$ cat src/hw/rtl/hpmpr_pkg.sv
// ----------------------------------------------------------------------------
// hpmpr_pkg: shared types and constants
// Mode and event codes, status bit positions, register indexes and the
// structs passed between the controller's modules.
// ----------------------------------------------------------------------------
package hpmpr_pkg;

  // Field widths
  localparam int STATUS_W      = 16;
  localparam int MODE_W        = 3;
  localparam int EVENT_W       = 2;
  localparam int OUT_SECONDS_W = 24;
  localparam int TIMER_W       = 16;
  localparam int DUTY_W        = 7;
  localparam int PWM_W         = 10;
  localparam int CFG_INDEX_W   = 1;
  localparam int CFG_DATA_W    = 16;

  // Default width of the seconds-in-mode counter
  localparam int SECONDS_WIDTH_DEFAULT = 24;

  // Mode codes
  localparam logic [MODE_W-1:0] MODE_STANDBY   = 3'd0;
  localparam logic [MODE_W-1:0] MODE_HEATING   = 3'd1;
  localparam logic [MODE_W-1:0] MODE_HOT_WATER = 3'd2;
  localparam logic [MODE_W-1:0] MODE_COOLING   = 3'd3;
  localparam logic [MODE_W-1:0] MODE_DEFROST   = 3'd4;

  // Post-run event codes
  localparam logic [EVENT_W-1:0] EV_NONE      = 2'd0;
  localparam logic [EVENT_W-1:0] EV_STARTED   = 2'd1;
  localparam logic [EVENT_W-1:0] EV_CANCELLED = 2'd2;
  localparam logic [EVENT_W-1:0] EV_EXPIRED   = 2'd3;

  // Item kinds
  localparam logic ACT_STATUS = 1'b0;
  localparam logic ACT_TICK   = 1'b1;

  // Status word bit positions
  localparam int BIT_HEATING    = 4;
  localparam int BIT_HOT_WATER  = 5;
  localparam int BIT_COMPRESSOR = 6;
  localparam int BIT_COOLING    = 8;
  localparam int BIT_DEFROST    = 9;

  // Register indexes
  localparam logic [CFG_INDEX_W-1:0] CFG_POST_RUN_SECONDS = 1'd0;
  localparam logic [CFG_INDEX_W-1:0] CFG_PWM_DUTY_PERCENT = 1'd1;

  // Register reset values
  localparam logic [TIMER_W-1:0] POST_RUN_SECONDS_RESET = 16'd1200;
  localparam logic [DUTY_W-1:0]  PWM_DUTY_RESET         = 7'd30;

  // PWM scaling: level = floor(PWM_FULL * duty / DUTY_MAX)
  localparam int PWM_FULL    = 1023;
  localparam int DUTY_MAX    = 100;
  localparam int SCALED_W    = 17;                     // 1023 * 100 fits
  localparam int PWM_SHIFT   = 24;
  localparam int PWM_RECIP   = (1 << PWM_SHIFT) / DUTY_MAX + 1;  // ceil
  localparam int RECIP_W     = 18;
  localparam int PRODUCT_W   = SCALED_W + RECIP_W;
  localparam logic [PWM_W-1:0] PWM_LEVEL_RESET =
    PWM_W'(PWM_FULL * 30 / DUTY_MAX);

  // Configuration values seen by the datapath
  typedef struct packed {
    logic [TIMER_W-1:0] post_run_seconds;
    logic [PWM_W-1:0]   pwm_level;
  } cfg_t;

  // One result item
  typedef struct packed {
    logic [MODE_W-1:0]        mode;
    logic                     mode_changed;
    logic [MODE_W-1:0]        old_mode;
    logic [OUT_SECONDS_W-1:0] seconds_in_old_mode;
    logic [EVENT_W-1:0]       post_run_event;
    logic                     pump_override;
    logic                     pump_inhibit;
    logic [PWM_W-1:0]         pwm_level;
  } result_t;

endpackage

$ cat src/hw/rtl/hpmpr_cfg.sv
// ----------------------------------------------------------------------------
// hpmpr_cfg: configuration registers
// Holds the post-run length and duty, and keeps the scaled PWM level in a
// register so the datapath sees a ready compare value.
// ----------------------------------------------------------------------------
module hpmpr_cfg
  import hpmpr_pkg::*;
(
  input  logic                   clk,
  input  logic                   rst,
  input  logic                   cfg_valid,
  input  logic [CFG_INDEX_W-1:0] cfg_index,
  input  logic [CFG_DATA_W-1:0]  cfg_data,
  output cfg_t                   cfg
);

  logic [TIMER_W-1:0]   post_run_seconds;
  logic [DUTY_W-1:0]    duty;
  logic [PWM_W-1:0]     pwm_level;
  logic [DUTY_W-1:0]    duty_clamped;
  logic [SCALED_W-1:0]  scaled;
  logic [PRODUCT_W-1:0] product;

  always_ff @(posedge clk) begin
    if (rst) begin
      post_run_seconds <= POST_RUN_SECONDS_RESET;
      duty             <= PWM_DUTY_RESET;
    end else if (cfg_valid) begin
      unique case (cfg_index)
        CFG_POST_RUN_SECONDS: post_run_seconds <= cfg_data[TIMER_W-1:0];
        CFG_PWM_DUTY_PERCENT: duty             <= cfg_data[DUTY_W-1:0];
        default: ;
      endcase
    end
  end

  // Duty above 100 counts as 100; divide by 100 through a reciprocal that
  // is exact over the whole 17-bit range of 1023 * duty.
  always_comb begin
    duty_clamped = (duty > DUTY_W'(DUTY_MAX)) ? DUTY_W'(DUTY_MAX) : duty;
    scaled       = SCALED_W'(duty_clamped) * SCALED_W'(PWM_FULL);
    product      = PRODUCT_W'(scaled) * PRODUCT_W'(PWM_RECIP);
  end

  always_ff @(posedge clk) begin
    if (rst) begin
      pwm_level <= PWM_LEVEL_RESET;
    end else begin
      pwm_level <= product[PWM_SHIFT +: PWM_W];
    end
  end

  assign cfg.post_run_seconds = post_run_seconds;
  assign cfg.pwm_level        = pwm_level;

endmodule

$ cat src/hw/rtl/hpmpr_core.sv
// ----------------------------------------------------------------------------
// hpmpr_core: mode decode, time-in-mode counter and post-run timer
// Computes the result of the item held in the input register and updates
// the controller state when that item moves on.
// ----------------------------------------------------------------------------
module hpmpr_core
  import hpmpr_pkg::*;
#(
  parameter int SECONDS_WIDTH = SECONDS_WIDTH_DEFAULT
) (
  input  logic                clk,
  input  logic                rst,
  input  logic                advance,
  input  logic                action,
  input  logic [STATUS_W-1:0] status_word,
  input  cfg_t                cfg,
  output result_t             res
);

  logic [MODE_W-1:0]        current_mode;
  logic [SECONDS_WIDTH-1:0] seconds_in_mode;
  logic                     running;
  logic [TIMER_W-1:0]       remaining;

  logic [MODE_W-1:0]        current_mode_next;
  logic [SECONDS_WIDTH-1:0] seconds_in_mode_next;
  logic                     running_next;
  logic [TIMER_W-1:0]       remaining_next;
  logic [MODE_W-1:0]        new_mode;

  // Priority decode, compressor first
  always_comb begin
    if (!status_word[BIT_COMPRESSOR])    new_mode = MODE_STANDBY;
    else if (status_word[BIT_DEFROST])   new_mode = MODE_DEFROST;
    else if (status_word[BIT_COOLING])   new_mode = MODE_COOLING;
    else if (status_word[BIT_HOT_WATER]) new_mode = MODE_HOT_WATER;
    else if (status_word[BIT_HEATING])   new_mode = MODE_HEATING;
    else                                 new_mode = MODE_STANDBY;
  end

  always_comb begin
    current_mode_next    = current_mode;
    seconds_in_mode_next = seconds_in_mode;
    running_next         = running;
    remaining_next       = remaining;
    res                  = '0;

    if (action == ACT_STATUS) begin
      if (new_mode != current_mode) begin
        res.mode_changed        = 1'b1;
        res.old_mode            = current_mode;
        res.seconds_in_old_mode = OUT_SECONDS_W'(seconds_in_mode);
        if (running && new_mode != MODE_STANDBY) begin
          running_next       = 1'b0;
          remaining_next     = '0;
          res.post_run_event = EV_CANCELLED;
        end
        // leaving hot water (re)starts the timer, overriding a cancel
        if (current_mode == MODE_HOT_WATER) begin
          running_next       = 1'b1;
          remaining_next     = cfg.post_run_seconds;
          res.post_run_event = EV_STARTED;
        end
        current_mode_next    = new_mode;
        seconds_in_mode_next = '0;
      end
    end else begin
      if (seconds_in_mode != '1) begin
        seconds_in_mode_next = seconds_in_mode + 1'b1;
      end
      if (running) begin
        if (remaining <= TIMER_W'(1)) begin
          remaining_next     = '0;
          running_next       = 1'b0;
          res.post_run_event = EV_EXPIRED;
        end else begin
          remaining_next = remaining - 1'b1;
        end
      end
    end

    res.mode          = current_mode_next;
    res.pump_override = running_next;
    res.pump_inhibit  = (current_mode_next == MODE_DEFROST);
    res.pwm_level     = running_next ? cfg.pwm_level : '0;
  end

  always_ff @(posedge clk) begin
    if (rst) begin
      current_mode    <= MODE_STANDBY;
      seconds_in_mode <= '0;
      running         <= 1'b0;
      remaining       <= '0;
    end else if (advance) begin
      current_mode    <= current_mode_next;
      seconds_in_mode <= seconds_in_mode_next;
      running         <= running_next;
      remaining       <= remaining_next;
    end
  end

  a_start_runs: assert property (@(posedge clk) disable iff (rst)
    advance && res.post_run_event == EV_STARTED |=> running)
    else $error("post-run timer not running after start");

  a_expire_clears: assert property (@(posedge clk) disable iff (rst)
    advance && res.post_run_event == EV_EXPIRED |=> !running && remaining == '0)
    else $error("post-run timer still loaded after expiry");

  a_change_differs: assert property (@(posedge clk) disable iff (rst)
    advance && res.mode_changed |=> current_mode != $past(current_mode)
      && seconds_in_mode == '0)
    else $error("mode change did not update mode state");

endmodule

$ cat src/hw/rtl/heat_pump_mode_post_run_controller.sv
// ----------------------------------------------------------------------------
// heat_pump_mode_post_run_controller: heat-pump mode and post-run control
// Each item passes the input register, then the result register; result_valid
// rises once it is in the result register, which a held result can delay.
// Throughput: one item per cycle while result_stall is low; the result register
// can hold a finished item under result_stall while a new item enters the input register.
// Reset (rst, synchronous): mode standby, counters and post-run timer clear,
// post_run_seconds = 1200, pwm_duty_percent = 30; cfg_ready is always high.
// ----------------------------------------------------------------------------
module heat_pump_mode_post_run_controller
  import hpmpr_pkg::*;
#(
  parameter int SECONDS_WIDTH = SECONDS_WIDTH_DEFAULT
) (
  input  logic                     clk,
  input  logic                     rst,

  // item channel
  input  logic                     item_valid,
  output logic                     item_stall,
  input  logic                     action,
  input  logic [STATUS_W-1:0]      status_word,

  // result channel
  output logic                     result_valid,
  input  logic                     result_stall,
  output logic [MODE_W-1:0]        mode,
  output logic                     mode_changed,
  output logic [MODE_W-1:0]        old_mode,
  output logic [OUT_SECONDS_W-1:0] seconds_in_old_mode,
  output logic [EVENT_W-1:0]       post_run_event,
  output logic                     pump_override,
  output logic                     pump_inhibit,
  output logic [PWM_W-1:0]         pwm_level,

  // configuration write channel
  input  logic                     cfg_valid,
  output logic                     cfg_ready,
  input  logic [CFG_INDEX_W-1:0]   cfg_index,
  input  logic [CFG_DATA_W-1:0]    cfg_data
);

  // Input register
  logic                in_full;
  logic                in_action;
  logic [STATUS_W-1:0] in_status;

  // Result register
  logic    res_full;
  result_t res;
  result_t res_comb;

  cfg_t cfg;
  logic accept;
  logic advance;

  // Registers take writes at any time; software must only write while idle, which the block does not enforce.
  assign cfg_ready = 1'b1;

  // The held item moves to the result register when that register is empty
  // or is being drained this cycle; the input register then frees up.
  assign advance    = in_full && (!res_full || !result_stall);
  assign item_stall = in_full && !advance;
  assign accept     = item_valid && !item_stall;

  always_ff @(posedge clk) begin
    if (rst) begin
      in_full <= 1'b0;
    end else if (accept) begin
      in_full <= 1'b1;
    end else if (advance) begin
      in_full <= 1'b0;
    end
  end

  always_ff @(posedge clk) begin
    if (accept) begin
      in_action <= action;
      in_status <= status_word;
    end
  end

  hpmpr_cfg u_cfg (
    .clk       (clk),
    .rst       (rst),
    .cfg_valid (cfg_valid && cfg_ready),
    .cfg_index (cfg_index),
    .cfg_data  (cfg_data),
    .cfg       (cfg)
  );

  // Decode, timers and state update for the held item
  hpmpr_core #(
    .SECONDS_WIDTH (SECONDS_WIDTH)
  ) u_core (
    .clk         (clk),
    .rst         (rst),
    .advance     (advance),
    .action      (in_action),
    .status_word (in_status),
    .cfg         (cfg),
    .res         (res_comb)
  );

  always_ff @(posedge clk) begin
    if (rst) begin
      res_full <= 1'b0;
    end else if (advance) begin
      res_full <= 1'b1;
    end else if (!result_stall) begin
      res_full <= 1'b0;
    end
  end

  always_ff @(posedge clk) begin
    if (advance) begin
      res <= res_comb;
    end
  end

  assign result_valid        = res_full;
  assign mode                = res.mode;
  assign mode_changed        = res.mode_changed;
  assign old_mode            = res.old_mode;
  assign seconds_in_old_mode = res.seconds_in_old_mode;
  assign post_run_event      = res.post_run_event;
  assign pump_override       = res.pump_override;
  assign pump_inhibit        = res.pump_inhibit;
  assign pwm_level           = res.pwm_level;

endmodule
$ cat config.mk
export PLATFORM = sky130hd
export DESIGN_NAME = heat_pump_mode_post_run_controller
export DESIGN_NICKNAME = d
export VERILOG_FILES = /design/src/hw/rtl/hpmpr_pkg.sv /design/src/hw/rtl/hpmpr_cfg.sv /design/src/hw/rtl/hpmpr_core.sv /design/src/hw/rtl/heat_pump_mode_post_run_controller.sv
export SDC_FILE = /design/constraint.sdc
export NUM_CORES = 1
export LEC_CHECK = 0
export BUFFER_PORTS_ARGS = -buffer_cell sky130_fd_sc_hd__clkbuf_2
export CAP_MARGIN = 20
export CORE_ASPECT_RATIO = 0.8
export CORE_MARGIN = 5
export CORE_UTILIZATION = 45
export CTS_CLUSTER_SIZE = 8
export DETAILED_ROUTE_END_ITERATION = 7
export REMOVE_ABC_BUFFERS = 1
export SETUP_SLACK_MARGIN = 0.2
export SYNTH_ARGS = -nofsm -noshare
export SYNTH_HDL_FRONTEND = slang
export SYNTH_SLANG_ARGS = --single-unit
$ cat constraint.sdc
create_clock -name clk -period 9.2 [get_ports clk]
set_input_delay 0.46 -clock clk [delete_from_list [all_inputs] [get_ports clk]]
set_output_delay 0.46 -clock clk [all_outputs]
set_load 0.02 [all_outputs]
==> results of run 1 <==
## final cells by class
| class | count | area (sq um) | share of cell area |
|---|---|---|---|
| clock inverter | 14 | 226.5 | 0.01455 |
| inverter | 259 | 972.2 | 0.06246 |
| multi-input combinational | 904 | 8795 | 0.5650 |
| sequential | 130 | 3119 | 0.2004 |
| clock buffer | 18 | 429.2 | 0.02757 |
| timing repair buffer | 230 | 1568 | 0.1007 |
| tap | 364 | 455.4 | 0.02926 |
## per-stage QoR
| step | TNS [ps] | util | hold WS [ps] | setup WS (ps) |
|---|---|---|---|---|
| global route | -1130 | 0.5716 | 196.3 | -235.7 |
| global placement | -1549 | 0.5170 | 447.6 | -271.9 |
| detailed placement | -2846 | 0.5170 | 450.1 | -439.1 |
| finish | 0 | 0.5716 | 218.7 | 101.1 |
| CTS | 0 | 0.5596 | 202.9 | 21.86 |
| floorplan | -1464 | - | 429.7 | -347.5 |
## per-layer routing
layer | track usage | up-vias
met5 | 0 | -
li1 | - | 4774
met4 | 0.03523 | 2
met3 | 0.04104 | 21
met1 | 0.2645 | 4497
met2 | 0.2955 | 178
## worst max path at each step
stage | cells past startpoint | from | endpoint | slack [ps]
2_1_floorplan | 36 | u_cfg.duty[0] | u_cfg.pwm_level[2] | -350
3_3_place_gp | 39 | u_cfg.duty[0] | u_cfg.pwm_level[8] | -270
3_5_place_dp | 37 | u_cfg.duty[0] | u_cfg.pwm_level[8] | -440
4_1_cts | 37 | u_cfg.duty[1] | u_cfg.pwm_level[9] | 20
5_1_grt | 38 | u_cfg.duty[0] | u_cfg.pwm_level[6] | -240
6_report | 38 | u_cfg.duty[0] | u_cfg.pwm_level[6] | 100
## cell usage in the layout (no fill, tap or decap), types with 25 or more instances in the layout
cell type | Yosys | final
nor3_1 | 26 | 25
o21ai_0 | 37 | 26
xnor2_1 | 30 | 26
and2_1 | 28 | 28
fa_1 | 121 | 112
buf_4 | 4 | 149
ha_1 | 180 | 157
inv_1 | 257 | 236
nor2_1 | 86 | 83
edfxtp_1 | 51 | 51
dfxtp_1 | 79 | 74
nand2_1 | 97 | 94
a21oi_1 | 68 | 58
clkbuf_2 | 0 | 74
nand3_1 | 34 | 33
## flip-flops by register name, summed over array words and instances (netlist names), 3 cells and up
signal                  count
in_status                   5
mode                        3
old_mode                    3
pwm_level                  10
seconds_in_old_mode        24
u_cfg.duty                  7
u_cfg.post_run_seconds     16
u_cfg.pwm_level            10
u_core.current_mode         3
u_core.remaining           16
u_core.seconds_in_mode     24
## kinds of logic after synthesis
family	share of synthesized area
other	0.0003025
xor gates and xnor gates	0.03320
and+or+nand+nor	0.1370
AOI/OAI and AO/OA	0.1064
muxes	0.004138
DFF	0.2511
buffers and inverters	0.09083
adders and majority gates	0.3770
## timing repair
action	4_1_cts	5_1_grt
hold endpoints to repair	0	0
gates resized for setup	93	50
buffers inserted	13	7
pin swaps	78	60
setup endpoints to repair	10	10
hold buffers	0	0
==> flow_summary_export.csv, run 1 <==
group,metric,value,unit
outcome,status,"finished, final reports clean",
setup_path,crit_path_capture_type,"flip-flop",
route,detail_route.drc_violations,0,
synth,post_synth_most_frequent_cells,"inv_1, ha_1, fa_1",
worst_hold_path,worst_hold_path.endpoint,"in_status[5]",
route,post_drt_via_cell_ratio,4.936,
flow_run,cap_viol_max_count,0,
route,drt_wl_total,28600,um
timing,tightest_slew,728.7,ps
clock_tree,clock-root-buffer,"clkbuf_16",
die,fp.coreArea,0.02723,sq mm
placed_design,placed_cell_area,0.01408,sq mm
clock_tree,cts-htree-levels,4,
setup_path,worst_path_largest_cell_delay,560,ps
setup_path,critical_path.top_delay_family,"adder cells",
layout,syn_to_final_growth,25.54,%
die,die_h,158.5,um
die,ios,87,
layout,post_route_cells_drive_above_1_share,0.2566,
die,fp.dieW,195.6,um
route,maxUsedRoutingLayer,"met5",
worst_hold_path,hp-class,"in2reg",
clock_tree,clkSinkCount,130,
worst_hold_path,depth_of_the_worst_hold_timing_path,1,
global_route,grt_pass1_vias,9409,
setup_path,worstReg2RegEnd,"u_cfg.pwm_level[6]",
die,core.rowCount,54,
setup_path,timing.rr.start,"u_cfg.duty[0]",
synth,post-synth-top-area-cell,"fa_1",
route,drt-wirelength-per-cell,14.90,um
route,wl_met2,12930,um
synth,avgSynthCellArea,9.371,sq um
setup_path,critical_path.most_common_cell,"fa_1",
route,postRouteAntennaNets,0,
setup_path,crit_path_class,"reg2reg",
route,first_iter_violations,511,
setup_path,worstPathBufferInverterCount,10,
clock_tree,clkLatencyLatePin,420,ps
synth,synth-warning-count,0,
layout,finish.cell_count_without_fillers,1919,
layout,antenna-diode-count,0,
global_route,overflow,0,
timing,timing.slew.headroom,0.5105,
route,route.vias.total,9472,
timing,layout_min_cycle_time,9099,ps
synth,post-synth-top-area-fraction,0.1954,
synth,synth_edf_count,51,
timing,rsz0062_at_grt,"yes",
worst_hold_path,hold_path_startpoint,"status_word[5]",
synth,synth-seq-cells,130,
route,m1WireLength,13970,um
global_route,globalRouteTotalUtil,0.1856,
synth,synthesis.instances,1323,
placed_design,placedCellCount,1865,
synth,seq_total_area_yosys,0.2511,
global_route,grt_antenna_before_repair,1,
placed_design,dp.final_hpwl,22830,um
global_route,grt_pass1_wl,46710,um
timing,fmaxAchievable,0.1099,GHz
clock_tree,cts_buffers,17,
placed_design,place.port_buffers,74,
synth,synth.area.top_cells,"fa_1, ha_1, dfxtp_1, edfxtp_1, inv_1",
timing,fin_crit_sh,0.9890,
setup_path,r2r_slack,100,ps
synth,ys.flop_type,"dfxtp_1",
layout,final_cell_area,0.01556,sq mm
route,wl_met3,1381,um
die,start_util,0.4553,
setup_path,critPathArrivalTime,9380,ps
global_route,grt_start_max_net_pins,55,
route,drt_pre_antenna_iters,5,
synth,post_synthesis_cell_type_count,76,
clock_tree,cts_tree,"done",
clock_tree,maximum_clock_path_buffer_count,2,
layout,fillers,2403,
timing,setup_viol_count_final,0,
die,die_area,0.03099,sq mm
setup_path,ff2ff_path_depth,38,
clock_tree,clkTransAtPathRegs,60,ps
synth,synth_async_sr_flop_share,0,
timing,drv_slew,0,
setup_path,worstPathRequired,9480,ps
synth,post-synth-top-count-cell,"inv_1",
layout,net_total_in_the_final_layout,1882,
timing,finalHoldViolations,0,
setup_path,crit_path_max_fanout,5,
synth,synthesis.area,0.01240,sq mm
timing,final.setup_skew,5.700,ps
placed_design,finalWeightedCongestion,0.8779,
setup_path,critical_path.startpoint_type,"flip-flop",
setup_path,critical_path_s_slowest_cell,"fa_2",
Power of run 1 is left out: the tool's default activity adds up to more than one toggle a clock period on the data nets, which glitch-free logic cannot reach.
==> run 2: changes to the inputs <==
==> constraint.sdc (replaced) <==
create_clock -name clk -period 9.9 [get_ports clk]
set_input_delay 0.495 -clock clk [delete_from_list [all_inputs] [get_ports clk]]
set_output_delay 0.495 -clock clk [all_outputs]
set_load 0.02 [all_outputs]
==> run 2 against run 1 <==
Critical path depth down 1; via count down 4.5%; clock skew up 5.7 ps; clock-buffer cell count unchanged; highest routed layer unchanged.
==> flow_summary_export.csv, run 2 (synthesis gave the netlist of run 1 again) <==
group,metric,value,unit
clock_tree,clkSinkCount,130,
clock_tree,maximum_clock_path_buffer_count,2,
worst_hold_path,hp-class,"in2reg",
die,ios,87,
setup_path,worstReg2RegEnd,"u_cfg.pwm_level[9]",
route,first_iter_violations,543,
route,drt_wl_total,27450,um
setup_path,critical_path.startpoint_type,"flip-flop",
setup_path,worstPathRequired,10240,ps
timing,finalHoldViolations,0,
setup_path,crit_path_capture_type,"flip-flop",
global_route,grt_start_max_net_pins,55,
clock_tree,clkLatencyLatePin,420,ps
flow_run,cap_viol_max_count,0,
setup_path,crit_path_class,"reg2reg",
worst_hold_path,depth_of_the_worst_hold_timing_path,1,
route,drt-wirelength-per-cell,15.03,um
global_route,grt_pass1_wl,45040,um
setup_path,critPathArrivalTime,9650,ps
timing,setup_tns,0,ps
layout,leading_cell_types_in_the_layout_fill_and_taps_excluded,"inv_1, ha_1, fa_1",
timing,final.setup_skew,11.38,ps
die,die_area,0.03099,sq mm
layout,antenna-diode-count,0,
timing,layout_min_cycle_time,9304,ps
placed_design,finalWeightedCongestion,0.8952,
timing,setup_viol_count_final,0,
layout,net_total_in_the_final_layout,1789,
clock_tree,cts_tree,"done",
placed_design,dp.final_hpwl,22080,um
setup_path,ff2ff_path_depth,37,
route,detail_route.drc_violations,0,
setup_path,timing.rr.start,"u_cfg.duty[1]",
route,post_drt_via_cell_ratio,4.954,
clock_tree,clkTransAtPathRegs,60,ps
timing,tightest_slew,736.1,ps
outcome,status,"finished, final reports clean",
global_route,grt_antenna_before_repair,1,
timing,rsz0062_at_grt,"no",
layout,post_route_cells_drive_above_1_share,0.1895,
setup_path,worst_path_largest_cell_delay,590,ps
setup_path,critical_path_s_slowest_cell,"fa_2",
die,fp.coreArea,0.02723,sq mm
clock_tree,cts_buffers,17,
worst_hold_path,hold_path_startpoint,"status_word[8]",
timing,drv_slew,0,
die,core.rowCount,54,
global_route,globalRouteTotalUtil,0.1787,
timing,hold_ws,247.2,ps
setup_path,r2r_slack,600,ps
setup_path,crit_path_max_fanout,3,
die,start_util,0.4553,
layout,layout.cells.most_common,"inv_1",
die,fp.dieW,195.6,um
setup_path,critical_path.most_common_cell,"fa_1",
global_route,overflow,0,
timing,fin_crit_sh,0.9398,
clock_tree,ctsHoldBuffers,0,
clock_tree,cts-htree-levels,4,
clock_tree,clock-root-buffer,"clkbuf_16",
layout,syn_to_final_growth,17.77,%
route,postRouteAntennaNets,0,
route,drt_pre_antenna_iters,5,
timing,timing.slew.headroom,0.5055,
global_route,grt_pass1_vias,8877,
timing,fmaxAchievable,0.1075,GHz
placed_design,place.port_buffers,74,
worst_hold_path,worst_hold_path.endpoint,"in_status[8]",
die,die_h,158.5,um
route,route.vias.total,9046,
==> run 2: final cells by class <==
| type | count | area (sq um) |
|---|---|---|
| clock buffer | 18 | 439.2 |
| clock inverter | 14 | 146.4 |
| fill | 2492 | 12630 |
| inverter | 259 | 972.2 |
| multi-input combinational | 904 | 8611 |
| sequential | 130 | 3115 |
| tap | 364 | 455.4 |
| timing repair buffer | 137 | 862.1 |
==> run 2: per-layer routing <==
layer,share of wire,global-route usage,wire [um]
met3,0.048,0.03533,1311
met4,0.010,0.03124,281
met1,0.51,0.2754,14090
met5,0.00047,0,13
met2,0.43,0.2640,11760
==> run 2: timing repair <==
item / 4_1_cts / 5_1_grt
setup buffers: 0 / 13
endpoints found under the setup margin: 5 / 10
resized for setup: 9 / 94
pin swaps: 2 / 61
==> run 2: worst max-delay path, delay by kind of cell, from the launching register on <==
| family | cells | cell delay, ps |
|---|---|---|
| adders and majority gates | 12 | 5020 |
| AOI/OAI and AO/OA | 9 | 1850 |
| and+or+nand+nor | 7 | 1390 |
| DFF | 1 | 320 |
| buffers and inverters | 6 | 320 |
| xor gates and xnor gates | 2 | 220 |
| muxes | 1 | 120 |
==> run 2: worst max path at each step <==
stage	start	endpoint	slack, ps	cells after the start
2_1_floorplan	u_cfg.duty[0]	u_cfg.pwm_level[2]	350	36
3_3_place_gp	u_cfg.duty[0]	u_cfg.pwm_level[8]	120	35
3_5_place_dp	u_cfg.duty[0]	u_cfg.pwm_level[8]	20	35
4_1_cts	u_cfg.duty[0]	u_cfg.pwm_level[8]	210	38
5_1_grt	u_cfg.duty[3]	u_cfg.pwm_level[9]	170	38
6_report	u_cfg.duty[1]	u_cfg.pwm_level[9]	600	37
==> run 2: stage by stage <==
step	util	instance area, sq um	worst slack (ps)	cells
after detailed placement	0.4932	13430	20.66	1779
after global routing	0.5363	14600	171.1	1826
after floorplan	-	12240	352.5	1293
final	0.5363	14600	596.3	1826
after CTS	0.5167	14070	206.9	1811
after global placement	0.4932	13430	117.3	1779
Power of run 2 is left out for the same reason.
==> run 3: changes to the inputs <==
==> constraint.sdc (replaced) <==
create_clock -name clk -period 8.25 [get_ports clk]
set_input_delay 0.4125 -clock clk [delete_from_list [all_inputs] [get_ports clk]]
set_output_delay 0.4125 -clock clk [all_outputs]
set_load 0.02 [all_outputs]
==> run 3 against run 2 <==
Global-route usage up 1.5 points; register-to-register slack worse by 1400 ps; core utilization up 4.3 points; sequential share of layout area down 1.6 points; maximum frequency up 2.3%; largest cell class unchanged; critical path type unchanged; the flow now finishes with violations (setup timing).
==> flow_summary_export.csv, run 3 (synthesis gave the netlist of run 1 again) <==
group,metric,value,unit
timing,fin_crit_sh,1.102,
layout,post_route_cells_drive_above_1_share,0.2713,
timing,timing.slew.headroom,0.4723,
timing,finalHoldViolations,0,
timing,postLayoutSetupSlackWorst,-841.3,ps
route,m1WireLength,14400,um
timing,final.setup_skew,16.78,ps
timing,setup_viol_count_final,10,
layout,net_total_in_the_final_layout,1924,
route,route.vias.total,9671,
timing,rsz0062_at_grt,"yes",
outcome,status,"finished with violations",
layout,layout.cells.most_common,"inv_1",
placed_design,place_worst_setup_slack,-1418,ps
die,fp.coreArea,0.02723,sq mm
timing,setup_tns,-7529,ps
timing,tightest_slew,781.3,ps
setup_path,crit_path_class,"reg2reg",
layout,ff_latch_area,0.003115,sq mm
route,postRouteAntennaNets,0,
setup_path,crit_path_max_fanout,5,
clock_tree,maximum_clock_path_buffer_count,2,
layout,multiInputGateArea,0.008726,sq mm
global_route,globalRouteTotalUtil,0.1942,
global_route,grt_antenna_before_repair,1,
route,detail_route.drc_violations,0,
die,die_h,158.5,um
route,drt_wl_total,29410,um
placed_design,place.port_buffers,74,
worst_hold_path,hp-class,"in2reg",
clock_tree,clkTransAtPathRegs,60,ps
setup_path,critical_path.startpoint_type,"flip-flop",
route,maxUsedRoutingLayer,"met5",
global_route,overflow,0,
route,wl_met2,13390,um
route,post_drt_via_cell_ratio,4.934,
layout,fillers,2402,
die,start_util,0.4553,
global_route,grt_start_max_net_pins,54,
route,drt_pre_antenna_iters,5,
die,ios,87,
clock_tree,clkSinkCount,130,
clock_tree,cts_tree,"done",
layout,antenna-diode-count,0,
clock_tree,ctsHoldBuffers,0,
setup_path,worstPathRequired,8600,ps
die,core.rowCount,54,
die,fp.dieW,195.6,um
setup_path,critical_path_s_slowest_cell,"fa_1",
setup_path,crit_path_capture_type,"flip-flop",
flow_run,cap_viol_max_count,0,
layout,syn_to_final_growth,27.19,%
setup_path,critPathArrivalTime,9440,ps
route,wl_met3,1235,um
global_route,grt_pass1_wl,48850,um
setup_path,r2r_slack,-840,ps
placed_design,dp.final_hpwl,23620,um
placed_design,finalWeightedCongestion,0.9137,
timing,fmaxAchievable,0.1100,GHz
clock_tree,clkLatencyLatePin,430,ps
setup_path,worst_path_largest_cell_delay,570,ps
die,die_area,0.03099,sq mm
setup_path,critical_path.most_common_cell,"fa_1",
route,drt-wirelength-per-cell,15.01,um
clock_tree,clock-root-buffer,"clkbuf_16",
layout,leading_cell_types_in_the_layout_fill_and_taps_excluded,"inv_1, buf_4, ha_1",
clock_tree,cts_buffers,17,
clock_tree,cts-htree-levels,4,
outcome,violations,"setup timing",
global_route,grt_pass1_vias,9973,
timing,drv_slew,0,
timing,layout_min_cycle_time,9091,ps
route,first_iter_violations,450,
[run 3: cell types whose count changed in the layout (fill, tap and decap cells not counted), moves of 3 or more]
cell / previous run / this run
inv_2: 14 / 24
o21ai_1: 8 / 13
a21oi_1: 62 / 59
buf_4: 58 / 190
o21ai_0: 29 / 25
ha_4: 14 / 19
ha_1: 163 / 157
inv_1: 245 / 235
[run 3: critical path, delay by kind of cell (launching register included)]
| kind | cells | cell delay (ps) |
|---|---|---|
| compound gates | 9 | 1540 |
| xor+xnor | 2 | 350 |
| fa+ha+maj | 12 | 4670 |
| buf+inv | 8 | 670 |
| flops | 1 | 320 |
| mux | 1 | 120 |
| simple gates | 7 | 1360 |
[run 3: through the flow]
step | instances | utilization | area [sq um] | hold WS (ps)
finish | 1960 | 0.5791 | 15770 | 171.1
CTS | 1950 | 0.5682 | 15470 | 152.9
detailed placement | 1904 | 0.5282 | 14380 | 451.7
global placement | 1904 | 0.5282 | 14380 | 448.8
floorplan | 1293 | - | 12240 | 429.7
global route | 1960 | 0.5791 | 15770 | 144.7
[run 3: final timing paths]
kind,end,startpoint,cells after the start
hold reg to reg,u_cfg.post_run_seconds[6],u_cfg.post_run_seconds[6],2
setup reg to reg,u_cfg.pwm_level[9],u_cfg.duty[1],39
setup / recovery,u_cfg.pwm_level[9],u_cfg.duty[1],39
hold / removal,in_status[8],status_word[8],1
[run 3: what timing repair did]
item | CTS | global route
buffers inserted | 15 | 8
pin swaps | 82 | 56
gates resized for setup | 77 | 56
endpoints found under the setup margin | 10 | 10
[run 3: cell type report]
type,count,area share
timing repair buffer,272,0.1202
clock buffer,17,0.02698
sequential,130,0.1976
tap,364,0.02888
inverter,259,0.06165
multi-input combinational,904,0.5534
clock inverter,14,0.01135
[run 3: metal layers]
layer	global-route usage	up-vias
met2	0.3172	171
li1	-	4857
met4	0.03855	2
met5	0	-
met1	0.2714	4611
met3	0.04041	30
Power of run 3 is left out for the same reason.
